**src/rtl/core/bilinear_integer_upscaler_defines.svh**
```systemverilog
// ----------------------------------------------------------------------------
// Bilinear integer upscaler: assertion macros
// Concurrent check macros sampled on clk and disabled while rst_n is low.
// They expand to nothing when SYNTH is defined.
// ----------------------------------------------------------------------------
`ifndef BILINEAR_INTEGER_UPSCALER_DEFINES_SVH
`define BILINEAR_INTEGER_UPSCALER_DEFINES_SVH
`ifndef SYNTH
// same-cycle implication
`define BIU_ASSERT_IMP(lbl, ante, cons, msg) \
  lbl: assert property (@(posedge clk) disable iff (!rst_n) (ante) |-> (cons)) \
    else $error(msg);
// next-cycle implication
`define BIU_ASSERT_NXT(lbl, ante, cons, msg) \
  lbl: assert property (@(posedge clk) disable iff (!rst_n) (ante) |=> (cons)) \
    else $error(msg);
`else
`define BIU_ASSERT_IMP(lbl, ante, cons, msg)
`define BIU_ASSERT_NXT(lbl, ante, cons, msg)
`endif
`endif

```
**src/rtl/core/biu_pkg.sv**
```systemverilog
// ----------------------------------------------------------------------------
// biu_pkg
// Shared types and constants of the bilinear integer upscaler.
// ----------------------------------------------------------------------------
package biu_pkg;

  localparam int ROW_W     = 10;    // row counter width
  localparam int HEIGHT_LIM = 1024; // largest frame height
  localparam int OFS_W     = 2;     // dx / dy offset width (scale <= 4)
  localparam int CHAN_MAX  = 255;

  // configuration register indexes
  localparam logic [1:0] REG_SCALE  = 2'd0;
  localparam logic [1:0] REG_WIDTH  = 2'd1;
  localparam logic [1:0] REG_HEIGHT = 2'd2;

  typedef enum logic [1:0] {
    ST_IDLE,
    ST_FETCH,
    ST_EMIT,
    ST_COMMIT
  } biu_state_t;

  // source cell relative to the newest pixel
  typedef enum logic [1:0] {
    CELL_UL,  // (col-1, row-1)
    CELL_UR,  // (col, row-1), right edge
    CELL_LL,  // (col-1, row), bottom edge
    CELL_LR   // (col, row), corner
  } biu_cell_t;

  typedef struct packed {
    logic             capture;  // latch pixel, read line buffer
    logic             commit;   // write line buffer, step counters
    logic             issue;    // push one output point into the pipe
    logic             last;     // final point of the item
    biu_cell_t        quad;
    logic [OFS_W-1:0] dx;
    logic [OFS_W-1:0] dy;
  } biu_cmd_t;

  typedef struct packed {
    logic       row_nz;
    logic       col_nz;
    logic       last_col;
    logic       last_row;
    logic       adv;     // pipeline moves this cycle
    logic [2:0] scale;   // clamped scale factor
  } biu_stat_t;

endpackage

```
**src/rtl/core/biu_ctrl.sv**
```systemverilog
// ----------------------------------------------------------------------------
// biu_ctrl
// Sequencer: per input item, walks the applicable cells and their dy/dx
// offsets and issues one output point per cycle to the datapath while its pipe moves.
// ----------------------------------------------------------------------------
module biu_ctrl (
  input  logic              clk,
  input  logic              rst_n,
  input  logic              in_valid,
  output logic              in_stall,
  input  biu_pkg::biu_stat_t stat,
  output biu_pkg::biu_cmd_t  cmd
);

  biu_pkg::biu_state_t state_r, state_nxt;
  biu_pkg::biu_cell_t  cell_r, cell_nxt;
  logic [3:0]                  mask_r, mask_nxt;
  logic [biu_pkg::OFS_W-1:0]   dx_r, dx_nxt;
  logic [biu_pkg::OFS_W-1:0]   dy_r, dy_nxt;

  logic [3:0] fetch_mask;
  logic [3:0] rem_mask;
  logic       dx_end;
  logic       dy_end;
  logic       accept;

  function automatic biu_pkg::biu_cell_t first_cell(input logic [3:0] m);
    biu_pkg::biu_cell_t c;
    c = biu_pkg::CELL_LR;
    if (m[0]) c = biu_pkg::CELL_UL;
    else if (m[1]) c = biu_pkg::CELL_UR;
    else if (m[2]) c = biu_pkg::CELL_LL;
    return c;
  endfunction

  assign accept     = in_valid && !in_stall;
  assign fetch_mask = {stat.last_row & stat.last_col, stat.last_row & stat.col_nz,
                       stat.row_nz & stat.last_col, stat.row_nz & stat.col_nz};
  // cells still pending after the current one
  assign rem_mask   = mask_r & (4'b1110 << cell_r);
  assign dx_end     = ({1'b0, dx_r} == stat.scale - 3'd1);
  assign dy_end     = ({1'b0, dy_r} == stat.scale - 3'd1);

  // next state
  always_comb begin
    state_nxt = state_r;
    cell_nxt  = cell_r;
    mask_nxt  = mask_r;
    dx_nxt    = dx_r;
    dy_nxt    = dy_r;
    unique case (state_r)
      biu_pkg::ST_IDLE: begin
        if (accept) state_nxt = biu_pkg::ST_FETCH;
      end
      biu_pkg::ST_FETCH: begin
        mask_nxt = fetch_mask;
        cell_nxt = first_cell(fetch_mask);
        dx_nxt   = '0;
        dy_nxt   = '0;
        state_nxt = (fetch_mask == 4'd0) ? biu_pkg::ST_COMMIT : biu_pkg::ST_EMIT;
      end
      biu_pkg::ST_EMIT: begin
        if (stat.adv) begin
          if (!dx_end) begin
            dx_nxt = dx_r + biu_pkg::OFS_W'(1);
          end else begin
            dx_nxt = '0;
            if (!dy_end) begin
              dy_nxt = dy_r + biu_pkg::OFS_W'(1);
            end else begin
              dy_nxt = '0;
              if (rem_mask == 4'd0) state_nxt = biu_pkg::ST_COMMIT;
              else cell_nxt = first_cell(rem_mask);
            end
          end
        end
      end
      biu_pkg::ST_COMMIT: begin
        state_nxt = biu_pkg::ST_IDLE;
      end
      default: state_nxt = biu_pkg::ST_IDLE;
    endcase
  end

  // outputs
  always_comb begin
    in_stall    = 1'b1;
    cmd.capture = 1'b0;
    cmd.commit  = 1'b0;
    cmd.issue   = 1'b0;
    cmd.last    = 1'b0;
    cmd.quad    = cell_r;
    cmd.dx      = dx_r;
    cmd.dy      = dy_r;
    unique case (state_r)
      biu_pkg::ST_IDLE: begin
        in_stall    = 1'b0;
        cmd.capture = in_valid;
      end
      biu_pkg::ST_FETCH: ;
      biu_pkg::ST_EMIT: begin
        cmd.issue = stat.adv;
        cmd.last  = dx_end && dy_end && (rem_mask == 4'd0);
      end
      biu_pkg::ST_COMMIT: begin
        cmd.commit = 1'b1;
      end
      default: ;
    endcase
  end

  always_ff @(posedge clk) begin
    if (!rst_n) begin
      state_r <= biu_pkg::ST_IDLE;
      cell_r  <= biu_pkg::CELL_UL;
      mask_r  <= '0;
      dx_r    <= '0;
      dy_r    <= '0;
    end else begin
      state_r <= state_nxt;
      cell_r  <= cell_nxt;
      mask_r  <= mask_nxt;
      dx_r    <= dx_nxt;
      dy_r    <= dy_nxt;
    end
  end

endmodule

```
**config.mk**
```make
export PLATFORM = sky130hd
export DESIGN_NAME = biu_ctrl
export DESIGN_NICKNAME = d
export VERILOG_FILES = /design/src/rtl/core/bilinear_integer_upscaler_defines.svh /design/src/rtl/core/biu_pkg.sv /design/src/rtl/core/biu_ctrl.sv
export SDC_FILE = /design/constraint.sdc
export NUM_CORES = 1
export LEC_CHECK = 0
export BUFFER_PORTS_ARGS = -buffer_cell sky130_fd_sc_hd__buf_4
export CAP_MARGIN = 0
export CORE_MARGIN = 1
export CORE_UTILIZATION = 50
export CTS_CLUSTER_SIZE = 20
export DETAILED_ROUTE_END_ITERATION = 10
export HOLD_SLACK_MARGIN = 0.02
export PLACE_DENSITY = 0.77
export SKIP_CTS_REPAIR_TIMING = 1
export SLEW_MARGIN = 30
export SYNTH_ARGS = -nofsm -noshare
export SYNTH_HDL_FRONTEND = slang
export SYNTH_SLANG_ARGS = --single-unit
export TNS_END_PERCENT = 100
```
**constraint.sdc**
```tcl
create_clock -name clk -period 2.15 [get_ports clk]
set_clock_uncertainty 0.05 [all_clocks]
set_input_delay 0.5375 -clock clk [delete_from_list [all_inputs] [get_ports clk]]
set_output_delay 0.5375 -clock clk [all_outputs]
set_load 0.05 [all_outputs]
```
== Yosys cells after proc, flatten, opt, wreduce, memory -nomap -nowiden ==
Index checks and enable logic that the tools add are counted.

* Output and inout port bits: 11
* Register bits: 12
* Input port bits: 11
* Word-level logic and storage cells: 65

* Bitwise operators: 5
* Reductions and logical operators: 11
* Multiplexer cells: 29
* Shift-type cells: 1
* Equality and inequality tests: 11
* $add $sub $neg: 3

{| class="wikitable"
|+ Operators with widths
! operator !! count
|-
| two-way mux 2 bit || 19
|-
| != test 2 bit, second input constant || 6
|-
| case mux 2 bit (2 select lines) || 3
|-
| AND reduction 5 bit || 2
|-
| zero test 4 bit || 2
|-
| case mux 2 bit (4 select lines) || 1
|-
| equality test 2 x 3 -> 1 bit || 2
|-
| two-way mux 1 bit || 6
|-
| adder 2 x 1 -> 2 bit, second input constant || 2
|-
| AND 1 bit || 4
|-
| AND 4 bit || 1
|-
| equality test 2 bit, second input constant || 2
|-
| left shift 4 x 2 -> 4 bit, first input constant || 1
|-
| logical AND 1 bit || 3
|-
| AND reduction 3 bit || 1
|-
| subtractor 3 x 1 -> 3 bit, second input constant || 1
|-
| equality test 2 x 1 -> 1 bit, second input constant || 1
|-
| zero test 2 bit || 1
|-
| AND reduction 2 bit || 1
|-
| nonzero test 2 bit || 1
|}

== Depth between registers and ports, before layout ==
* Depth after elaboration: 10
* Depth in mapped cells: 7
* Gate-level depth less buffers: 7

== Worst setup path after synthesis ==
No wires, ideal clock.

* Path type: input to output
* From: input port stat[0] in the netlist's numbering
* To: output port cmd[6] in the netlist's numbering
* Required time: 1.562 ns
* Buffers on the path: 0
* Cell stages on the path: 6
* Slack: -0.490 ns
* Arrival: 2.053 ns
* Cell sequence: inv_1 -> ha_1 -> xnor2_1 -> nor3_4 -> nand3_1 -> nor2_1

{| class="wikitable"
|+ RTL lines
! element !! line !! source
|-
| start, declared || biu_ctrl.sv:11 || <nowiki>input biu_pkg::biu_stat_t stat,</nowiki>
|-
| end, declared || biu_ctrl.sv:12 || <nowiki>output biu_pkg::biu_cmd_t cmd</nowiki>
|}

==> flow_metrics.tcl <==
set metrics [dict create \
    r2r_end "dy_r[1]$_SDFFE_PN0P_" \
    grt_max_degree 14 \
    crit_buf_inv 3 \
    finalWorstSetupSlack_ns -0.0149 \
    instances_no_fill 139 \
    insertion_delay_ns 0.27 \
    startpoint_type "primary input" \
    cts_tree "done" \
    hold_depth 2 \
    regArea_um2 220 \
    synth_nets 110 \
    leakage_nw 0.478 \
    dr.pass1.iters 4 \
    syn2layout_area_growth_pct 43.0 \
    yosysMostFrequentCell "dfxtp_1" \
    clkSinkCount 11 \
    async_reset_ff_share_pct 0 \
    slowest_stage "ha_4" \
    antenna_left 0 \
    yosys_warnings 0 \
    dr.first_iter.drc_count 28 \
    design.core.area_mm2 0.00149 \
    slew_headroom_pct 74.5 \
    ys_seq_area_share_pct 27.7 \
    multiInputGateArea_um2 596 \
    slowest_delay_ns 0.21 \
    rrSetupSlack_ns 0.25 \
    die_h_um 41.9 \
    fp-row-count 14 \
    ioPinCount 22 \
    synth_cell_types 38 \
    first_global_vias 701 \
    n_fill_cell 118 \
    start_util_pct 53.4 \
    vdd_ir_drop_max_uv 664 \
    syn_area_per_cell_um2 8.54 \
    place_area_mm2 0.00105 \
    nets 141 \
    cp.required_ns 1.56 \
    path_cells "buf_8, inv_4, ha_4, xnor2_4, nor3_4, nand3_2, nor2_4, buf_6" \
    status "complete, but fails checks" \
    crit_path_end_kind "output port" \
    critPathTopFamily "simple AND/OR/NAND/NOR gates" \
    via_per_inst 5.55 \
    grt_first_pass_wirelength_um 3060 \
    antenna_cells 0 \
    die_area_mm2 0.00175 \
    cp_max_fo 3 \
    setup_viol 1 \
    cts-root-buf "clkbuf_4" \
    synth-seq-cells 11 \
    drc 0 \
    worst_pin_slew_ns 0.379 \
    die_w_um 41.9 \
    antenna_found_initial 0 \
    syn_inst 93 \
    period_minus_slack_ns 2.16 \
    synth_edf_count 0 \
    holdPathEnd "mask_r[1]$_SDFFE_PN0N_" \
    hp-class "flop to flop" \
    yosysTopAreaCell "dfxtp_1" \
    hpwl_um 1410 \
    period_share_pct 101 \
    yosysTopAreaCellShare_pct 27.7 \
    drv_slew 0 \
    final_area_mm2 0.00114 \
    crit_type "primary input to output port" \
    vias 771 \
    netlist_top_cells_area "dfxtp_1, ha_1, nand2b_1" \
    arrival_ns 1.58 \
    layout-drive-gt1-share_pct 35.8 \
    routabilityCongestion 0.806 \
    syn_area_um2 795 \
    grt.overflow.total 0 \
    max_freq_ghz 0.462 \
    wire_per_inst_um 13.1 \
    cts_buffers 3 \
    min-delay-start "mask_r[1]$_SDFFE_PN0N_" \
    grt_use_total_pct 23.0 \
    ys.flop_type "dfxtp_1" \
    violations "negative setup slack" \
    dp_cells 134 \
    clk_pin_slew_worst_paths_ns 0.07 \
    wl_um 1810 \
    finalHoldViolCount 0 \
    power_density_mw_per_mm2 1040 \
    port_buffers 21 \
    synthTopCellsByCount "dfxtp_1, inv_1, nand3_1, ha_1, nand2b_1" \
    r2r-start "state_r[0]$_SDFFE_PN0P_" \
    htreeDepth 1 \
    cap_viol_max_count 0 \
    rsz0062_at_grt "true" \
    clockBufferDepth 2 \
    r2r_cells 7 \
]
==> cell families after synthesis <==
kind of cell / after synthesis / share of synthesized area [%]
compound gates: 26 / 25.0
xor+xnor: 5 / 5.51
buf+inv: 10 / 5.20
fa+ha+maj: 6 / 9.45
simple gates: 34 / 25.8
mux: 1 / 1.26
flops: 11 / 27.7
==> routing by layer <==
layer  up-vias  share of wire [%]  GRT usage [%]
li1        392                  -              -
met4         0                1.5           9.68
met2        17                 51           37.5
met1       358                 45           29.6
met3         4                2.5           3.91
met5         -                  0              0
==> worst reg2reg max path, delay by kind of cell (launching register included) <==
kind	cells	cell delay (ns)
AOI/OAI and AO/OA	3	0.57
DFF	1	0.38
adders and majority gates	1	0.25
buffers and inverters	2	0.33
and+or+nand+nor	1	0.19
==> through the flow <==
step                      setup slack [ns]  total power [mW]  setup TNS, ns  utilization [%]  hold slack (ns)
after detailed placement            -0.184              1.03         -0.290             70.8            0.428
after global placement              -0.162              1.01         -0.181             70.8            0.417
after floorplan                     -0.120             0.839         -0.120                -            0.405
final                              -0.0149              1.18        -0.0149             76.3            0.433
after global routing               -0.0741              1.27         -0.102             76.3            0.494
after CTS                           -0.188              1.17         -0.188             72.6            0.441
==> where the power goes <==
part | internal [mW] | switching [mW]
Combinational | 0.287 | 0.451
Clock | 0.0718 | 0.0702
Sequential | 0.251 | 0.0512
Total | 0.610 | 0.572
==> placed cells by master (no fill, tap or decap), types with 2 or more instances in the layout <==
cell	instances
nand2_1	5
o311a_1	2
o21ai_1	2
clkbuf_4	3
nand2b_1	6
a31oi_1	3
nor2b_1	2
ha_1	5
inv_1	5
nand3_1	6
buf_4	26
xnor2_1	3
nor2_1	4
buf_6	2
a21boi_0	4
dfxtp_1	11
o21ai_0	4
==> worst max path at each step <==
stage / start / endpoint / cells past startpoint
6_report: stat[0] / cmd[6] / 8
5_1_grt: stat[0] / cmd[6] / 8
4_1_cts: stat[1] / cmd[6] / 8
3_5_place_dp: stat[1] / cmd[6] / 8
3_3_place_gp: stat[1] / cmd[6] / 8
2_1_floorplan: stat[1] / cmd[6] / 6
==> registers in the layout, indices dropped and copies added, names as in the netlist <==
signal,cells
mask_r,3
cell_r,2
dx_r,2
dy_r,2
state_r,2
==> final cells by class <==
type	count	area share, %
clock buffers	4	2.31
repair buffers	29	20.5
flip-flops and latches	11	19.4
multi-input cells	72	52.4
inverters	7	3.63
well taps	16	1.76
Note: power is estimated with default switching activity, not from simulation.
